**config.mk**
```make
export PLATFORM = sky130hd
export DESIGN_NAME = wheel_delta_to_hid_report_core
export DESIGN_NICKNAME = d
export VERILOG_FILES = /design/src/hw/rtl/whdr_pkg.sv /design/src/hw/rtl/wheel_delta_to_hid_report_core.sv /design/src/hw/rtl/whdr_div.sv /design/src/hw/rtl/whdr_dpath.sv /design/src/hw/rtl/whdr_ctrl.sv
export SDC_FILE = /design/constraint.sdc
export NUM_CORES = 1
export LEC_CHECK = 0
export CORE_MARGIN = 10
export CORE_UTILIZATION = 50
export CTS_BUF_LIST = sky130_fd_sc_hd__clkbuf_4 sky130_fd_sc_hd__clkbuf_8 sky130_fd_sc_hd__clkbuf_16
export DETAILED_ROUTE_END_ITERATION = 8
export DONT_BUFFER_PORTS = 1
export GPL_ROUTABILITY_DRIVEN = 0
export GPL_TIMING_DRIVEN = 0
export PLACE_DENSITY = 0.77
export SYNTH_ARGS = -nofsm -noshare
export SYNTH_HDL_FRONTEND = slang
export SYNTH_SLANG_ARGS = --single-unit
```
**constraint.sdc**
```tcl
create_clock -name clk_i -period 6.4 [get_ports clk_i]
set_input_delay 1.28 -clock clk_i [delete_from_list [all_inputs] [get_ports clk_i]]
set_output_delay 1.28 -clock clk_i [all_outputs]
set_load 0.02 [all_outputs]
```
**src/hw/rtl/whdr_pkg.sv**
```systemverilog
// ----------------------------------------------------------------------------
// whdr_pkg
// Shared types, codes and helpers for the wheel delta to HID report core.
// ----------------------------------------------------------------------------
package whdr_pkg;

  localparam int unsigned DeltaW   = 16;
  localparam int unsigned ModeW    = 3;
  localparam int unsigned TimeW    = 32;
  localparam int unsigned KindW    = 2;
  localparam int unsigned MoveW    = 4;
  localparam int unsigned AccW     = 32;
  localparam int unsigned ZoomW    = 8;
  localparam int unsigned StepW    = 16;
  localparam int unsigned CfgIdxW  = 1;
  localparam int unsigned CfgDataW = 16;

  // wheel modes
  localparam logic [ModeW-1:0] ModeScroll = 3'd0;
  localparam logic [ModeW-1:0] ModePan    = 3'd1;
  localparam logic [ModeW-1:0] ModeZoom   = 3'd2;
  localparam logic [ModeW-1:0] ModeVolume = 3'd3;
  localparam logic [ModeW-1:0] ModeSelect = 3'd4;

  // report kinds
  localparam logic [KindW-1:0] KindNone   = 2'd0;
  localparam logic [KindW-1:0] KindMouse  = 2'd1;
  localparam logic [KindW-1:0] KindVolume = 2'd2;

  // register indexes
  localparam logic [CfgIdxW-1:0] RegZoomDivisor = 1'd0;
  localparam logic [CfgIdxW-1:0] RegVolumeStep  = 1'd1;

  localparam logic [ZoomW-1:0] ZoomDivisorReset = 8'd4;
  localparam logic [StepW-1:0] VolumeStepReset  = 16'd4;

  localparam logic signed [MoveW-1:0] MoveUp   = 4'sd5;
  localparam logic signed [MoveW-1:0] MoveDown = -4'sd5;

  typedef struct packed {
    logic signed [DeltaW-1:0] delta;
    logic [ModeW-1:0]         mode;
    logic [TimeW-1:0]         now_ms;
  } in_item_t;

  typedef struct packed {
    logic [KindW-1:0]         report_kind;
    logic                     left_button;
    logic signed [MoveW-1:0]  move_y;
    logic signed [DeltaW-1:0] wheel;
    logic signed [DeltaW-1:0] pan;
    logic                     volume_down;
  } out_item_t;

  // controller to datapath
  typedef struct packed {
    logic load_in;
    logic div_step;
    logic acc_add;
    logic finish;
  } cmd_t;

  // datapath to controller
  typedef struct packed {
    logic             delta_zero;
    logic [ModeW-1:0] mode;
  } status_t;

  // negate with saturation to the 16-bit signed range
  function automatic logic signed [DeltaW-1:0] neg_sat16(input logic signed [DeltaW-1:0] v);
    logic signed [DeltaW-1:0] r;
    if (v == {1'b1, {(DeltaW-1){1'b0}}}) begin
      r = {1'b0, {(DeltaW-1){1'b1}}};
    end else begin
      r = -v;
    end
    return r;
  endfunction

endpackage

```
**src/hw/rtl/wheel_delta_to_hid_report_core.sv**
```systemverilog
// ----------------------------------------------------------------------------
// wheel_delta_to_hid_report_core
// Turns wheel deltas into mouse reports or consumer volume clicks.
// ----------------------------------------------------------------------------
// One item is in work at a time, and each item gives exactly one result beat
// (report_kind none when nothing is sent). In scroll, pan and select mode and
// for a zero delta the item passes decode, then result; in volume mode it
// passes decode, accumulate, then click check; in zoom mode it passes decode,
// then a serial divider that produces one quotient bit per cycle for the
// 16-bit delta magnitude, then result. The input is free again in the cycle
// after the result is written. A new item is taken while the previous result
// still waits in the output register; the result register only stalls the
// core when a second result is ready before the first has been taken.
// Configuration writes go through the plain write port and must only be
// issued while the core is idle.
module wheel_delta_to_hid_report_core (
  input  logic                            clk_i,
  input  logic                            rst_ni,
  input  logic                            in_valid_i,
  output logic                            in_stall_o,
  input  whdr_pkg::in_item_t              in_data_i,
  output logic                            out_valid_o,
  input  logic                            out_stall_i,
  output whdr_pkg::out_item_t             out_data_o,
  input  logic                            cfg_we_i,
  input  logic [whdr_pkg::CfgIdxW-1:0]    cfg_idx_i,
  input  logic [whdr_pkg::CfgDataW-1:0]   cfg_wdata_i
);

  whdr_pkg::cmd_t    cmd;
  whdr_pkg::status_t status;

  whdr_ctrl u_ctrl (
    .clk_i       (clk_i),
    .rst_ni      (rst_ni),
    .in_valid_i  (in_valid_i),
    .in_stall_o  (in_stall_o),
    .out_valid_o (out_valid_o),
    .out_stall_i (out_stall_i),
    .status_i    (status),
    .cmd_o       (cmd)
  );

  whdr_dpath u_dpath (
    .clk_i       (clk_i),
    .rst_ni      (rst_ni),
    .cmd_i       (cmd),
    .status_o    (status),
    .in_data_i   (in_data_i),
    .out_data_o  (out_data_o),
    .cfg_we_i    (cfg_we_i),
    .cfg_idx_i   (cfg_idx_i),
    .cfg_wdata_i (cfg_wdata_i)
  );

endmodule

```
**src/hw/rtl/whdr_div.sv**
```systemverilog
// ----------------------------------------------------------------------------
// whdr_div
// Restoring serial divider: one quotient bit of the delta magnitude per step.
// ----------------------------------------------------------------------------
module whdr_div (
  input  logic                           clk_i,
  input  logic                           rst_ni,
  input  logic                           load_i,
  input  logic                           step_i,
  input  logic [whdr_pkg::DeltaW-1:0]    dividend_i,
  input  logic [whdr_pkg::ZoomW-1:0]     divisor_i,
  output logic [whdr_pkg::DeltaW-1:0]    quotient_o
);

  logic [whdr_pkg::ZoomW:0]       rem_q, rem_d;
  logic [whdr_pkg::DeltaW-1:0]    quot_q, quot_d;
  logic [whdr_pkg::ZoomW:0]       shifted;
  logic [whdr_pkg::ZoomW:0]       div_ext;
  logic                           fits;

  always_comb begin
    // a zero divisor acts as one
    div_ext = (divisor_i == '0) ? {{whdr_pkg::ZoomW{1'b0}}, 1'b1} : {1'b0, divisor_i};
    shifted = {rem_q[whdr_pkg::ZoomW-1:0], quot_q[whdr_pkg::DeltaW-1]};
    fits    = (shifted >= div_ext);
    rem_d   = rem_q;
    quot_d  = quot_q;
    if (load_i) begin
      rem_d  = '0;
      quot_d = dividend_i;
    end else if (step_i) begin
      rem_d  = fits ? (shifted - div_ext) : shifted;
      quot_d = {quot_q[whdr_pkg::DeltaW-2:0], fits};
    end
  end

  always_ff @(posedge clk_i or negedge rst_ni) begin
    if (!rst_ni) begin
      rem_q  <= '0;
      quot_q <= '0;
    end else begin
      rem_q  <= rem_d;
      quot_q <= quot_d;
    end
  end

  assign quotient_o = quot_q;

endmodule

```
**src/hw/rtl/whdr_dpath.sv**
```systemverilog
// ----------------------------------------------------------------------------
// whdr_dpath
// Datapath: input and config registers, divider, volume accumulator and the
// result register.
// ----------------------------------------------------------------------------
module whdr_dpath (
  input  logic                            clk_i,
  input  logic                            rst_ni,
  input  whdr_pkg::cmd_t                  cmd_i,
  output whdr_pkg::status_t               status_o,
  input  whdr_pkg::in_item_t              in_data_i,
  output whdr_pkg::out_item_t             out_data_o,
  input  logic                            cfg_we_i,
  input  logic [whdr_pkg::CfgIdxW-1:0]    cfg_idx_i,
  input  logic [whdr_pkg::CfgDataW-1:0]   cfg_wdata_i
);

  localparam int unsigned AccW = whdr_pkg::AccW;
  localparam int unsigned DW   = whdr_pkg::DeltaW;

  whdr_pkg::in_item_t           item_q;
  whdr_pkg::out_item_t          out_q, res;
  logic [whdr_pkg::ZoomW-1:0]   zoom_q;
  logic [whdr_pkg::StepW-1:0]   vstep_q;
  logic signed [AccW-1:0]       acc_q, acc_d;
  logic [whdr_pkg::TimeW-1:0]   next_ms_q, next_ms_d;
  logic                         phase_q, phase_d;

  logic [DW-1:0]                in_mag;
  logic [DW-1:0]                quot;
  logic signed [AccW:0]         acc_ext, sum, diff, sum_step, step_ext;
  logic signed [AccW-1:0]       acc_sat;
  logic                         time_ok, ge_step, le_nstep, click_try;
  logic signed [DW-1:0]         zoom_wheel;

  assign in_mag = in_data_i.delta[DW-1] ? (~in_data_i.delta + 1'b1) : in_data_i.delta;

  whdr_div u_div (
    .clk_i      (clk_i),
    .rst_ni     (rst_ni),
    .load_i     (cmd_i.load_in),
    .step_i     (cmd_i.div_step),
    .dividend_i (in_mag),
    .divisor_i  (zoom_q),
    .quotient_o (quot)
  );

  assign status_o.delta_zero = (item_q.delta == '0);
  assign status_o.mode       = item_q.mode;

  always_comb begin
    acc_ext  = {acc_q[AccW-1], acc_q};
    sum      = acc_ext + {{(AccW+1-DW){item_q.delta[DW-1]}}, item_q.delta};
    // saturate when the two top bits disagree
    if (sum[AccW] != sum[AccW-1]) begin
      acc_sat = sum[AccW] ? {1'b1, {(AccW-1){1'b0}}} : {1'b0, {(AccW-1){1'b1}}};
    end else begin
      acc_sat = sum[AccW-1:0];
    end
    step_ext = (vstep_q == '0) ? {{AccW{1'b0}}, 1'b1}
                               : {{(AccW+1-whdr_pkg::StepW){1'b0}}, vstep_q};
    diff     = acc_ext - step_ext;
    sum_step = acc_ext + step_ext;
    ge_step  = !diff[AccW];
    le_nstep = sum_step[AccW] || (sum_step == '0);
    time_ok  = (item_q.now_ms >= next_ms_q);
  end

  // zoom quotient: sign follows delta, then negated with saturation
  always_comb begin
    if (item_q.delta[DW-1]) begin
      zoom_wheel = quot[DW-1] ? {1'b0, {(DW-1){1'b1}}} : quot;
    end else begin
      zoom_wheel = -quot;
    end
  end

  always_comb begin
    res       = '0;
    acc_d     = acc_q;
    next_ms_d = next_ms_q;
    phase_d   = phase_q;
    click_try = 1'b0;
    if (cmd_i.acc_add) begin
      acc_d = acc_sat;
    end
    if (item_q.delta == '0) begin
      click_try = 1'b1;
    end else begin
      case (item_q.mode)
        whdr_pkg::ModeScroll: begin
          res.report_kind = whdr_pkg::KindMouse;
          res.wheel       = whdr_pkg::neg_sat16(item_q.delta);
        end
        whdr_pkg::ModePan: begin
          res.report_kind = whdr_pkg::KindMouse;
          res.pan         = item_q.delta;
        end
        whdr_pkg::ModeZoom: begin
          if (quot != '0) begin
            res.report_kind = whdr_pkg::KindMouse;
            res.wheel       = zoom_wheel;
          end
        end
        whdr_pkg::ModeVolume: begin
          click_try = 1'b1;
        end
        whdr_pkg::ModeSelect: begin
          res.report_kind = whdr_pkg::KindMouse;
          res.left_button = 1'b1;
          res.move_y      = phase_q ? whdr_pkg::MoveUp : whdr_pkg::MoveDown;
          res.wheel       = whdr_pkg::neg_sat16(item_q.delta);
          if (cmd_i.finish) begin
            phase_d = !phase_q;
          end
        end
        default: begin
        end
      endcase
    end
    if (click_try && time_ok && (ge_step || le_nstep)) begin
      res.report_kind = whdr_pkg::KindVolume;
      res.volume_down = ge_step;
      if (cmd_i.finish) begin
        acc_d     = ge_step ? diff[AccW-1:0] : sum_step[AccW-1:0];
        next_ms_d = item_q.now_ms + 1'b1;
      end
    end
  end

  always_ff @(posedge clk_i or negedge rst_ni) begin
    if (!rst_ni) begin
      zoom_q    <= whdr_pkg::ZoomDivisorReset;
      vstep_q   <= whdr_pkg::VolumeStepReset;
      acc_q     <= '0;
      next_ms_q <= '0;
      phase_q   <= 1'b0;
    end else begin
      if (cfg_we_i) begin
        case (cfg_idx_i)
          whdr_pkg::RegZoomDivisor: zoom_q  <= cfg_wdata_i[whdr_pkg::ZoomW-1:0];
          whdr_pkg::RegVolumeStep:  vstep_q <= cfg_wdata_i[whdr_pkg::StepW-1:0];
          default: begin
          end
        endcase
      end
      acc_q     <= acc_d;
      next_ms_q <= next_ms_d;
      phase_q   <= phase_d;
    end
  end

  always_ff @(posedge clk_i) begin
    if (cmd_i.load_in) begin
      item_q <= in_data_i;
    end
    if (cmd_i.finish) begin
      out_q <= res;
    end
  end

  assign out_data_o = out_q;

endmodule

```
**src/hw/rtl/whdr_ctrl.sv**
```systemverilog
// ----------------------------------------------------------------------------
// whdr_ctrl
// Controller: sequences decode, division steps, accumulation and the
// result beat, and owns the output valid flag.
// ----------------------------------------------------------------------------
module whdr_ctrl (
  input  logic                 clk_i,
  input  logic                 rst_ni,
  input  logic                 in_valid_i,
  output logic                 in_stall_o,
  output logic                 out_valid_o,
  input  logic                 out_stall_i,
  input  whdr_pkg::status_t    status_i,
  output whdr_pkg::cmd_t       cmd_o
);

  localparam logic [2:0] StIdle   = 3'd0;
  localparam logic [2:0] StDecode = 3'd1;
  localparam logic [2:0] StDiv    = 3'd2;
  localparam logic [2:0] StAccum  = 3'd3;
  localparam logic [2:0] StFinish = 3'd4;

  localparam int unsigned CntW = $clog2(whdr_pkg::DeltaW);

  logic [2:0]      state_q, state_d;
  logic [CntW-1:0] cnt_q, cnt_d;
  logic            out_valid_q, out_valid_d;
  logic            out_free;

  assign out_free = !out_valid_q || !out_stall_i;

  always_comb begin
    state_d     = state_q;
    cnt_d       = cnt_q;
    cmd_o       = '0;
    out_valid_d = out_valid_q && out_stall_i;
    case (state_q)
      StIdle: begin
        if (in_valid_i) begin
          cmd_o.load_in = 1'b1;
          state_d       = StDecode;
        end
      end
      StDecode: begin
        cnt_d = '0;
        if (status_i.delta_zero) begin
          state_d = StFinish;
        end else if (status_i.mode == whdr_pkg::ModeZoom) begin
          state_d = StDiv;
        end else if (status_i.mode == whdr_pkg::ModeVolume) begin
          state_d = StAccum;
        end else begin
          state_d = StFinish;
        end
      end
      StDiv: begin
        cmd_o.div_step = 1'b1;
        cnt_d          = cnt_q + 1'b1;
        if (cnt_q == {CntW{1'b1}}) begin
          state_d = StFinish;
        end
      end
      StAccum: begin
        cmd_o.acc_add = 1'b1;
        state_d       = StFinish;
      end
      StFinish: begin
        // wait for the result register to drain
        if (out_free) begin
          cmd_o.finish = 1'b1;
          out_valid_d  = 1'b1;
          state_d      = StIdle;
        end
      end
      default: begin
        state_d = StIdle;
      end
    endcase
  end

  always_ff @(posedge clk_i or negedge rst_ni) begin
    if (!rst_ni) begin
      state_q     <= StIdle;
      cnt_q       <= '0;
      out_valid_q <= 1'b0;
    end else begin
      state_q     <= state_d;
      cnt_q       <= cnt_d;
      out_valid_q <= out_valid_d;
    end
  end

  assign in_stall_o  = (state_q != StIdle);
  assign out_valid_o = out_valid_q;

endmodule

```
==> run_results.csv <==
group,metric,value,unit
logic_synthesis,synth_area_per_cell,8.72,um2
cells_and_area,nets,2016,
worst_setup_path,slowest_stage,"a2111oi_0",
logic_synthesis,yosys-top-cells-area,"dfrtp_1 19%, edfxtp_1 17%, ha_1 8.7%",
pwr,power.leakage,6.98,nW
status,outcome,"finished clean",
route,postRouteAntennaNets,0,
global_route,grt_max_degree,122,
route,drc,0,
cells_and_area,drive_gt1_share,6.28,%
worst_setup_path,crit_arrival,6090,ps
global_route,grt_usage,22.0,%
clocking,holdBufCountCts,0,
clocking,cts_tree,"done",
sta,finalClockSkew,12.1,ps
clocking,cts_buffers,25,
logic_synthesis,synth_edf_count,90,
worst_setup_path,worstPathRequired,6800,ps
cells_and_area,final_common_cell,"nand2_1",
route,totalWireLength,44200,um
sta,fin_tns_setup,0,ps
cells_and_area,fill_cells,2758,
logic_synthesis,yosys_warnings,0,
worst_setup_path,crit_path_end_kind,"flip-flop",
place,dpl.hpwl,33500,um
die,fp.dieW,197,um
route,avgRoutedWirePerCell,19.7,um
cells_and_area,layout_common_cells,"169 x nand2_1, 141 x o21ai_0, 140 x nor2_1",
sta,fin_crit,5690,ps
worst_setup_path,reg2reg_depth,16,
sta,tightest_slew,968,ps
logic_synthesis,ys_ff_latch,211,
die,num_rows,64,
logic_synthesis,yosys.area.top_type,"dfrtp_1",
clocking,postCtsSetupBuffers,0,
clocking,numClockSinks,211,
logic_synthesis,syn-cell-area,0.0157,mm2
pwr,ir_drop,0.234,mV
sta,slew_violations,0,
global_route,grt_pass1_wl,70400,um
die,core,0.0307,mm2
flow_run,maxCapViolations,0,
global_route,grt.overflow.total,0,
sta,timing.final.crit_share,88.9,%
logic_synthesis,ys_seq_area_share,36.5,%
clocking,clock_latency,540,ps
global_route,first_global_vias,13500,
die,die-area,0.0389,mm2
route,via_per_inst,6.26,
logic_synthesis,yosysTopAreaCellShare,19.0,%
clocking,clockBufferDepth,3,
worst_setup_path,slowest_delay,640,ps
clocking,cts-resized-gates,0,
die,boundaryPins,115,
global_route,antenna_found_initial,0,
logic_synthesis,async_flop_share,57.3,%
route,first_iter_violations,1416,
worst_setup_path,timing.rr.start,"u_dpath.vstep_q[9]$_DFFE_PN0P_",
clocking,clk_pin_slew,60,ps
cells_and_area,syn_to_final_growth,8.96,%
sta,final_hold_viol_count,0,
pwr,power,8.69,mW
logic_synthesis,ys.flop_type,"dfrtp_1",
worst_setup_path,cp_max_fo,10,
die,die_h,197,um
place,numPortBuffers,0,
worst_setup_path,critPathLaunch,"u_dpath.vstep_q[9]$_DFFE_PN0P_",
pwr,p_per_area,508,mW/mm2
worst_setup_path,cp-start-kind,"flip-flop",
worst_setup_path,cp_cell_sequence,"nor4_1, a41o_1, ha_1, fa_1, nor2b_1, o21ai_0, a21oi_1, nor4_1, a2111oi_0, o2111a_1, nand4_1, or4_4, o21ai_4, buf_4, buf_2, a21oi_1",
min_path,min_path_type,"in -> async",
logic_synthesis,syn-instance-count,1801,
worst_setup_path,critical_path_class,"reg -> reg",
route,vias,14100,
logic_synthesis,synth_cell_types,88,
sta,fmax,176,MHz
clocking,cts_root_buffer,"clkbuf_16",
clocking,cts_htree_levels,1,
sta,setup_viol,0,
route,drt_first_pass_iters,6,
logic_synthesis,synthesis.nets,1987,
sta,rsz0062_at_grt,"no",
sta,maxSlewHeadroom,35.4,%
cells_and_area,diodes,0,
die,start_util,51.1,%
-- per-layer routing --
layer	track usage, %	vias to the layer above	share of wire, %
met2	35.8	598	46
met3	3.88	122	8.6
met4	8.03	0	3.6
met5	0	-	0
met1	28.8	6746	42
li1	-	6588	-
-- report_power, final --
part | leakage [nW] | switching [mW] | internal [mW] | total, mW
clock | 0.404 | 0.588 | 0.877 | 1.46
sequential | 2.29 | 0.564 | 1.91 | 2.48
combinational | 4.29 | 2.91 | 1.84 | 4.76
-- final cells by class --
type                    count  area [um2]  share of cell area (%)
repair buffers              2        47.5                   0.278
clock buffers              30         676                    3.95
multi-input cells        1385        9170                    53.6
inverters                 108         405                    2.37
plain buffers              97         409                    2.39
flip-flops and latches    211        5730                    33.5
clock inverters            15         171                    1.00
well taps                 396         495                    2.90
-- flip-flops by register name, indices dropped and copies added, names as in the netlist --
name	count
u_dpath.vstep_q	16
u_dpath.out_data_o	39
u_dpath.u_div.rem_q	8
u_dpath.status_o	3
u_dpath.item_q	48
u_dpath.zoom_q	8
u_ctrl.state_q	3
u_dpath.acc_q	32
u_dpath.next_ms_q	32
u_ctrl.out_valid_o	1
u_dpath.u_div.quotient_o	16
u_ctrl.cnt_q	4
u_dpath.phase_q	1
-- synthesized netlist by cell type, drive strengths merged (31+ instances only) --
cell and n:
xnor2 93, clkbuf 75, nand3 50, dfrtp 119
a21oi 139, ha 109, and2 32, nor3 31
inv 107, edfxtp 90, o21ai 151, nor2 140
a21o 33, nand2 169, a211oi 31
-- final timing paths --
check,end,slack (ps)
worst max-delay path,u_dpath.acc_q[2]$_DFF_PN0_,710
worst min-delay path,u_dpath.next_ms_q[2]$_DFFE_PN0P_,440
worst max register to register,u_dpath.acc_q[2]$_DFF_PN0_,710
worst min register to register,u_dpath.phase_q$_DFFE_PN0P_,510
max in group asynchronous,u_dpath.vstep_q[2]$_DFFE_PN1P_,5670
min in group clk_i,u_dpath.phase_q$_DFFE_PN0P_,510
-- per-stage QoR --
| step | instances | hold WS, ps | util (%) | setup WS (ps) | cell area, um2 |
|---|---|---|---|---|---|
| finish | 2244 | 444 | 55.6 | 708 | 17100 |
| CTS | 2244 | 427 | 55.6 | 845 | 17100 |
| floorplan | 1801 | 451 | - | 1590 | 15700 |
| global placement | 2197 | 474 | 52.7 | 157 | 16200 |
| global route | 2244 | 425 | 55.6 | 431 | 17100 |
| detailed placement | 2199 | 507 | 52.9 | 903 | 16300 |
-- cells by family after synthesis --
group | after synthesis | synth area share (%)
fa+ha+maj | 117 | 9.45
compound gates | 526 | 21.4
xor+xnor | 122 | 6.80
mux | 39 | 2.66
flops | 211 | 36.5
buf+inv | 205 | 5.19
simple gates | 581 | 18.0
-- critical path, delay by kind of cell (launching register included) --
kind,cells,cell delay (ps)
buffers and inverters,2,590
AO/OA/AOI/OAI,7,2460
AND/OR/NAND/NOR,5,1660
flip-flops,1,420
adder cells (fa/ha/maj),2,420
Power figures use the tool's default switching activity.
